===== config.mk =====
export PLATFORM = sky130hd
export DESIGN_NAME = alaa_ctrl
export DESIGN_NICKNAME = d
export VERILOG_FILES = /design/src/rtl/alaa_pkg.sv /design/src/rtl/alaa_ctrl.sv
export SDC_FILE = /design/constraint.sdc
export NUM_CORES = 1
export LEC_CHECK = 0
export BUFFER_PORTS_ARGS = -buffer_cell sky130_fd_sc_hd__buf_2
export CAP_MARGIN = 15
export CORE_AREA = 2 2 46 48
export DETAILED_ROUTE_END_ITERATION = 6
export DIE_AREA = 0 0 48 50
export PLACE_DENSITY = 0.75
export SYNTH_ARGS = -nofsm -noshare
export SYNTH_HDL_FRONTEND = slang
export SYNTH_SLANG_ARGS = --single-unit
export TNS_END_PERCENT = 100

===== constraint.sdc =====
create_clock -name clk_i -period 2.3 [get_ports clk_i]
set_clock_uncertainty 0.2 [all_clocks]
set_input_delay 0.115 -clock clk_i [delete_from_list [all_inputs] [get_ports clk_i]]
set_output_delay 0.115 -clock clk_i [all_outputs]
set_load 0.01 [all_outputs]

===== src/rtl/alaa_pkg.sv =====
`timescale 1ns / 1ps

package alaa_pkg;

  localparam int unsigned ANGLE_W    = 32;
  localparam int unsigned ACCEL_W    = 31;
  localparam int unsigned TICK_W     = 16;
  localparam int unsigned SNAP_W     = 16;
  localparam int unsigned AXES       = 3;
  localparam int unsigned AXIS_W     = $clog2(AXES);
  localparam int unsigned CFG_IDX_W  = 2;
  localparam int unsigned CFG_DATA_W = ACCEL_W;
  localparam int unsigned DIVD_W     = 2 * ANGLE_W;
  localparam int unsigned DIVS_W     = ACCEL_W + 1;

  localparam logic [ACCEL_W-1:0] MAX_ACCEL_RST = ACCEL_W'(65536);
  localparam logic [TICK_W-1:0]  TICK_RST      = TICK_W'(328);
  localparam logic [SNAP_W-1:0]  SNAP_RST      = SNAP_W'(7);

  localparam logic signed [ANGLE_W-1:0] ANGLE_MAX = {1'b0, {(ANGLE_W - 1){1'b1}}};
  localparam logic signed [ANGLE_W-1:0] ANGLE_MIN = {1'b1, {(ANGLE_W - 1){1'b0}}};

  typedef enum logic [CFG_IDX_W-1:0] {
    CFG_MAX_ACCEL      = 2'd0,
    CFG_TICK_PERIOD    = 2'd1,
    CFG_SNAP_THRESHOLD = 2'd2
  } cfg_idx_e;

  typedef enum logic {
    DIV_STOP = 1'b0,
    DIV_SNAP = 1'b1
  } div_op_e;

  typedef struct packed {
    logic signed [ANGLE_W-1:0] target_x;
    logic signed [ANGLE_W-1:0] target_y;
    logic signed [ANGLE_W-1:0] target_z;
  } target_t;

  typedef struct packed {
    logic signed [ANGLE_W-1:0] angle_x;
    logic signed [ANGLE_W-1:0] angle_y;
    logic signed [ANGLE_W-1:0] angle_z;
    logic signed [ANGLE_W-1:0] rate_x;
    logic signed [ANGLE_W-1:0] rate_y;
    logic signed [ANGLE_W-1:0] rate_z;
  } result_t;

  typedef struct packed {
    logic              load;
    logic              prod;
    logic              div_start;
    div_op_e           div_sel;
    logic              dir;
    logic              vel;
    logic              lin;
    logic              ch;
    logic              dec;
    logic              rate_wr;
    logic              res_load;
    logic [AXIS_W-1:0] axis;
  } cmd_t;

  typedef struct packed {
    logic div_done;
    logic need_div;
  } status_t;

endpackage


===== src/rtl/alaa_ctrl.sv =====
`timescale 1ns / 1ps

module alaa_ctrl (
  input  logic              clk_i,
  input  logic              rst_ni,
  input  logic              in_valid_i,
  output logic              in_ready_o,
  output logic              out_valid_o,
  input  logic              out_ready_i,
  output alaa_pkg::cmd_t    cmd_o,
  input  alaa_pkg::status_t st_i
);
  import alaa_pkg::*;

  typedef enum logic [10:0] {
    S_IDLE = 11'b000_0000_0001,
    S_PROD = 11'b000_0000_0010,
    S_SQ   = 11'b000_0000_0100,
    S_DIV1 = 11'b000_0000_1000,
    S_DIR  = 11'b000_0001_0000,
    S_VEL  = 11'b000_0010_0000,
    S_LIN  = 11'b000_0100_0000,
    S_CH   = 11'b000_1000_0000,
    S_DEC  = 11'b001_0000_0000,
    S_DIV2 = 11'b010_0000_0000,
    S_OUT  = 11'b100_0000_0000
  } state_e;

  localparam logic [AXIS_W-1:0] AXIS_LAST = AXIS_W'(AXES - 1);

  state_e            state_q, state_d;
  logic [AXIS_W-1:0] axis_q, axis_d;
  logic              out_valid_q, out_valid_d;
  logic              advance;

  always_comb begin
    state_d       = state_q;
    axis_d        = axis_q;
    advance       = 1'b0;
    in_ready_o    = 1'b0;
    cmd_o         = '0;
    cmd_o.div_sel = DIV_STOP;
    cmd_o.axis    = axis_q;

    case (state_q)
      S_IDLE: begin
        in_ready_o = 1'b1;
        if (in_valid_i) begin
          cmd_o.load = 1'b1;
          axis_d     = '0;
          state_d    = S_PROD;
        end
      end
      S_PROD: begin
        cmd_o.prod = 1'b1;
        state_d    = S_SQ;
      end
      S_SQ: begin
        cmd_o.div_start = 1'b1;
        state_d         = S_DIV1;
      end
      S_DIV1: begin
        if (st_i.div_done) begin
          state_d = S_DIR;
        end
      end
      S_DIR: begin
        cmd_o.dir = 1'b1;
        state_d   = S_VEL;
      end
      S_VEL: begin
        cmd_o.vel = 1'b1;
        state_d   = S_LIN;
      end
      S_LIN: begin
        cmd_o.lin = 1'b1;
        state_d   = S_CH;
      end
      S_CH: begin
        cmd_o.ch = 1'b1;
        state_d  = S_DEC;
      end
      S_DEC: begin
        cmd_o.dec = 1'b1;
        if (st_i.need_div) begin
          cmd_o.div_start = 1'b1;
          cmd_o.div_sel   = DIV_SNAP;
          state_d         = S_DIV2;
        end else begin
          advance = 1'b1;
        end
      end
      S_DIV2: begin
        cmd_o.div_sel = DIV_SNAP;
        if (st_i.div_done) begin
          cmd_o.rate_wr = 1'b1;
          advance       = 1'b1;
        end
      end
      S_OUT: begin
        if (!out_valid_q || out_ready_i) begin
          cmd_o.res_load = 1'b1;
          state_d        = S_IDLE;
        end
      end
      default: begin
        state_d = S_IDLE;
      end
    endcase

    if (advance) begin
      if (axis_q == AXIS_LAST) begin
        state_d = S_OUT;
      end else begin
        axis_d  = axis_q + AXIS_W'(1);
        state_d = S_SQ;
      end
    end

    if (cmd_o.res_load) begin
      out_valid_d = 1'b1;
    end else if (out_ready_i) begin
      out_valid_d = 1'b0;
    end else begin
      out_valid_d = out_valid_q;
    end
  end

  always_ff @(posedge clk_i or negedge rst_ni) begin
    if (!rst_ni) begin
      state_q     <= S_IDLE;
      axis_q      <= '0;
      out_valid_q <= 1'b0;
    end else begin
      state_q     <= state_d;
      axis_q      <= axis_d;
      out_valid_q <= out_valid_d;
    end
  end

  assign out_valid_o = out_valid_q;

endmodule


; ---- Word-level counts from Yosys, hierarchy flattened
; Index checks and enable logic that the tools add are counted.
[classes]
n_reduce_logical = 4
muxes = 31
add_sub_neg = 1
n_eq_ne = 17
[ops]
columns = cell, count
row1 = $pmux 11 s11, 1
row2 = $mux 11, 6
row3 = $mux 1, 16
row4 = $ne 3x3->1 const B, 4
row5 = $eq 11x1->1 const B, 1
row6 = $eq 11x10->1 const B, 1
row7 = $eq 11x11->1 const B, 1
row8 = $eq 11x2->1 const B, 1
row9 = $eq 11x3->1 const B, 1
row10 = $eq 11x4->1 const B, 1
row11 = $eq 11x5->1 const B, 1
row12 = $eq 11x6->1 const B, 1
row13 = $eq 11x7->1 const B, 1
row14 = $eq 11x8->1 const B, 1
row15 = $eq 11x9->1 const B, 1
row16 = $mux 2, 5
row17 = $pmux 1 s2, 3
row18 = $reduce_and 5->1, 1
row19 = $add 2x1->2 const B, 1
row20 = $eq 2x2->1 const B, 1
row21 = $ne 2x2->1 const B, 1
row22 = $reduce_bool 2->1, 1
row23 = $logic_not 1->1, 1
row24 = $logic_or 1x1->1, 1
[word_totals]
ff_bits = 14
elab_cells = 56

; ---- Logic depth before layout (Yosys ltp)
; Gate-level depths: netlist (run 1).
[depth]
word_depth = 5
depth_mapped = 5
mapped_depth_nobuf = 4

; ---- Worst setup path after synthesis (run 1)
; Ideal clock, no wire load.
[synth_timing]
kind = reg-to-reg
startpoint = reg state_q[7]
endpoint = reg state_q[2]
n_path_buf = 0
setup_slack_ps = 399
path_stages_with_launch = 5
synth_period_minus_slack_ps = 1901
t_arrival_ps = 1635
path_cell_list = dfrtp_1 -> nor4_4 -> nand3_2 -> nor3b_1 -> mux2_4
[synth_between]
elab_chain_cells = 4
[synth_rtl]
columns = element, line
row1 = "start, declared", alaa_ctrl.sv:31  ; state_e state_q, state_d;
row2 = "start signal, assigned", alaa_ctrl.sv:135  ; state_q <= state_d;
row3 = $eq 11x10->1 / $eq 11x9->1 (equally long branches), alaa_ctrl.sv:45  ; case (state_q)
row4 = $pmux 1 s2, alaa_ctrl.sv:45
row5 = $ne 3x3->1 (no line) / $ne 2x2->1 (equally long branches), --
row6 = $reduce_and 5->1 (no line), --
; Several ways; a longest one is shown, not always the timed one.
; A chain may end at the register's enable or synchronous reset.

==> impl_metrics.ini, run 1 <==
[die]
die_area_um2 = 2400
io_pins = 21
initial_core_util_pct = 49.8
die_w_um = 48
die_y_um = 50
fp.coreArea_um2 = 1900
num_rows = 16

[global_route]
grt_overflow_total = 0
grt_max_degree = 15
grt_pass1_wl_mm = 3.43
antenna_found_initial = 0
grt_pass1_vias = 846
global_route.usage.total_pct = 20.2

[logic_synthesis]
synthMuxAreaShare_pct = 2.64
synth-compound-area-share_pct = 12.3
synth_cells = 104
syn_area_um2 = 947
synth.ff_latch_count = 14
ys_warn_count = 0
seq_area_frac_synth_pct = 37.1
synth_cell_types = 43
synth_xor_area_share_pct = 0.925
async_flop_share_pct = 100
yosys.area_share.simple_pct = 42.1
synth_edf_count = 0
synth_ff_type = dfrtp_1
avgSynthCellArea_um2 = 9.11
syn-num-nets = 110
synthAdderAreaFrac_pct = 0
synth_top_family_by_area = simple AND/OR/NAND/NOR gates

[job]
maxCapViolations = 0

[place]
gp_congestion = 0.822
hpwl_mm = 1.64
portBuffers = 20

[routing]
drt_wl_total_mm = 2.31
drtPass1Iterations = 4
ant_nets = 0
vias = 916
drc = 0
drt_iter0_drc = 28
vias_per_cell = 5.80
drt-wirelength-per-cell_um = 14.6

[timing]
relSlewSlack_pct = 67.1
slew_violations = 0
max_freq_ghz = 0.455
tightest_slew_ps = 489
hold_slack_ps = 47.8
finalSetupTns_ps = 0
setup_viol = 0
finalHoldViolations = 0
period_share_pct = 95.6
period_needed_ps = 2200

[layout]
areaGrowthSynthToFinish_pct = 24.3
fin_nets = 138
final_cell_mix = 20 x buf_2, 12 x nand2_1, 11 x dfrtp_1
utilization_pct = 61.9
antenna_cells = 0
post_route_cells_drive_above_1_share_pct = 32.1
nFillCells = 175
final_common_cell = buf_2

[clocking]
numClockSinks = 14
clk_pin_slew_worst_paths_ps = 90
cts_tree = done
cts_made_buffers = 3
clkLatencyLatePin_ps = 290
cts_max_level = 1
root_buffer = clkbuf_4
cts_max_path_buffers = 2

[critical_path]
crit_chain = nor4_4 -> buf_4 -> nand4b_4 -> o22ai_1 -> buf_2
cp_max_fo = 8
rrSetupSlack_ps = 240
rr_startpoint = state_q[3]
end_kind = output pin
r2r_cells = 5
crit_type = reg -> out
slowest_delay_ps = 450
cp.required_ps = 1990
startpoint_type = register
critical_path_arrival_ps = 1880
slowest_stage = dfrtp_2
regToRegEndpoint = state_q[2]

[worst_hold_path]
hold_class = in -> async

[power]
p_total_w = 0.000859
power_leakage_nw = 0.536
power_density_nw_per_um2 = 730
peakVddDrop_uv = 439

[run_status]
status = complete, no violations
-- critical path: cells and delay by family (launching register included) --
kind                   cells  cell delay, ps
AND/OR/NAND/NOR            2             580
flip-flops                 1             450
AO/OA/AOI/OAI              1             200
buffers and inverters      2             350
-- cell type report --
class                      count  area, um^2  area share [%]
sequential                    14         354            30.1
clock buffer                   4        36.3            3.08
multi-input combinational     81         568            48.2
timing repair buffer          28         170            14.5
tap                           27        33.8            2.87
inverter                       4        15.0            1.28
-- metal layers --
layer | track usage [%] | vias to the layer above | share of wire (%)
met5 | 0 | - | 0
met4 | 7.66 | 0 | 1.7
met3 | 4.76 | 6 | 4.7
met2 | 33.6 | 41 | 50
met1 | 24.2 | 428 | 44
li1 | - | 441 | -
-- cells by family after synthesis --
group,Yosys count
flip-flops,14
buffers and inverters,9
XOR/XNOR,1
multiplexers,2
AO/OA/AOI/OAI,16
AND/OR/NAND/NOR,62
-- sequential cells by signal (all words and copies together), names as in the netlist, named ones only --
name	cells
state_q	11
axis_q	1
out_valid_o	1
-- cells in the mapped netlist, types with 2 or more instances --
cell type / number / area, um^2
nor4b_1: 3 / 26.3
clkbuf_1: 2 / 7.51
inv_1: 4 / 15.0
o22ai_1: 2 / 12.5
nor4_1: 6 / 37.5
a221oi_1: 2 / 17.5
nand2_1: 12 / 45.0
o21ai_0: 2 / 10.0
dfrtp_1: 13 / 325
nor2b_1: 2 / 12.5
nand2b_1: 4 / 25.0
and3_1: 3 / 18.8
nor3_1: 2 / 10.0
a21oi_1: 2 / 10.0
nor2_1: 9 / 33.8
nand3b_1: 2 / 15.0
nor3b_1: 7 / 52.6
nand4_1: 2 / 12.5
-- how the worst max path moves through the flow --
| stage | startpoint | to | slack (ps) |
|---|---|---|---|
| finish | state_q[3] | cmd_o[10] | 100 |
| global route | state_q[3] | cmd_o[10] | -20 |
| floorplan | state_q[7] | state_q[2] | 400 |
| detailed placement | state_q[7] | state_q[2] | 280 |
| global placement | state_q[7] | state_q[2] | 340 |
| CTS | state_q[9] | cmd_o[7] | 60 |
-- timing repair --
action / 4_1_cts / 5_1_grt
endpoints found under the hold margin: 21 / 0
gates resized for setup: 1 / 5
pin swaps: 0 / 1
buffers inserted: 0 / 3
setup endpoints to repair: 4 / 7
hold buffers: 4 / 0
-- report_power, final --
group / internal [W] / leakage [nW] / switching (W)
clock network: 0.0000965 / 0.0210 / 0.0000847
logic: 0.000167 / 0.327 / 0.000198
registers: 0.000273 / 0.188 / 0.0000396
-- through the flow --
stage               cells  cell area (um^2)  setup slack (ps)
floorplan             104               947               399
global placement      147              1060               336
detailed placement    147              1060               280
CTS                   155              1140              55.0
global route          158              1180             -16.8
finish                158              1180               100
Power figures use the tool's default switching activity.
==> inputs of run 2 (changes only) <==
--- a/constraint.sdc
+++ b/constraint.sdc
@@ -4,2 +4,2 @@
 set_output_delay 0.115 -clock clk_i [all_outputs]
-set_load 0.01 [all_outputs]
+set_load 0.1 [all_outputs]
==> impl_metrics.ini, run 2 (same netlist as run 1, synthesis figures left out) <==
[routing]
wl_met2_mm = 1.18
vias_per_cell = 5.77
ant_nets = 0
met3_length_um = 108
drt-wirelength-per-cell_um = 14.9
top_layer = met3
drc = 0
drt_wl_total_mm = 2.40
drtPass1Iterations = 4
drt_iter0_drc = 20
vias = 929
met1Wirelength_mm = 1.11

[global_route]
antenna_found_initial = 0
grt_overflow_total = 0
grt_pass1_wl_mm = 3.99
global_route.usage.total_pct = 22.6
grt_max_degree = 15
grt_pass1_vias = 858

[timing]
fin_ws_ps = 47.0
setup_viol = 0
slew_violations = 0
period_needed_ps = 2250
max_freq_ghz = 0.444
rsz0062_at_grt = true
period_share_pct = 98.0
tightest_slew_ps = 473
relSlewSlack_pct = 68.2
finalHoldViolations = 0

[layout]
final_common_cell = buf_12
antenna_cells = 0
areaGrowthSynthToFinish_pct = 54.3
fin_nets = 141
post_route_cells_drive_above_1_share_pct = 40.3
final_cell_mix = 12 x buf_12, 10 x nand2_1, 10 x dfrtp_1
largest_reg_flops = 11
top_register = state_q

[clocking]
cts_made_buffers = 3
clk_pin_slew_worst_paths_ps = 90
numClockSinks = 14
clkLatencyLatePin_ps = 290
root_buffer = clkbuf_4
cts_max_level = 1
cts_max_path_buffers = 2
cts_tree = done

[critical_path]
slowest_delay_ps = 460
crit_type = reg -> out
critical_path_arrival_ps = 1940
worst-path-buf-inv = 1
slowest_stage = dfrtp_1
cp.required_ps = 1990
end_kind = output pin
crit_top_cell = nor4_4
crit_chain = nor4_4 -> nor2b_4 -> nand2_2 -> nor4_4 -> buf_12
startpoint_type = register
path_delay_family = simple AND/OR/NAND/NOR gates
cp_max_fo = 5

[place]
dp_slack_ps = 254
gp_congestion = 0.788
portBuffers = 20
hpwl_mm = 1.73

[run_status]
status = complete, no violations

[die]
num_rows = 16
die_area_um2 = 2400
die_y_um = 50
io_pins = 21
die_w_um = 48
initial_core_util_pct = 49.8
fp.coreArea_um2 = 1900

[power]
peakVddDrop_uv = 963
power_density_nw_per_um2 = 821
p_total_w = 0.00120
power_leakage_nw = 0.587

[worst_hold_path]
hold_class = in -> async

[job]
maxCapViolations = 0
## run 2: changes by cell type in the layout (fill, tap and decap cells not counted), sizes merged
cell | previous run | this run
buf | 24 | 27
## run 2: per-stage QoR
stage	std cells	hold slack, ps	util (%)	TNS (ps)	instance area (um^2)
finish	161	43.0	76.8	0	1460
global route	161	92.3	76.8	-51.7	1460
CTS	160	52.3	75.4	-25.1	1430
detailed placement	150	-168	70.9	0	1350
global placement	150	-170	70.9	0	1350
floorplan	104	-381	-	-1680	1040
## run 2: what timing repair did
action,4_1_cts,5_1_grt
buffers inserted,2,1
pin swaps,1,2
setup endpoints to repair,8,8
gates cloned,0,0
resized for setup,1,6
endpoints found under the hold margin,20,0
hold buffers,4,0
## run 2: worst register-to-register path: stages (launching register included)
cell and delay (ps):
dfrtp_1 460, buf_4 200, nor3_2 290, nand3_2 170, o31a_1 270, a221oi_1 280
## run 2: worst paths after layout
kind	to	from	depth (start not counted)	slack [ps]
setup / recovery	cmd_o[6]	state_q[9]	5	50
hold / removal	state_q[8]	rst_ni	2	40
setup reg to reg	state_q[0]	state_q[9]	5	330
hold reg to reg	axis_q[1]	axis_q[1]	1	330
max in group asynchronous	state_q[0]	rst_ni	2	1560
min in group clk_i	state_q[9]	st_i[0]	4	150
## run 2: per-layer routing
layer	GRT usage (%)	up-vias
met5	0	-
met4	4.05	0
met3	5.86	0
met2	34.0	27
met1	32.5	452
li1	-	450
## run 2: final cells by class
class	instances	area, um^2
flip-flops and latches	14	355
clock buffers	4	26.3
fillers	128	440
multi-input cells	81	658
well taps	27	33.8
repair buffers	31	373
inverters	4	15.0
## run 2: power breakdown
part	switching [W]	total [W]	internal [W]
sequential	0.0000438	0.000319	0.000275
combinational	0.000438	0.000730	0.000291
clock	0.0000841	0.000151	0.0000673
total	0.000566	0.00120	0.000633
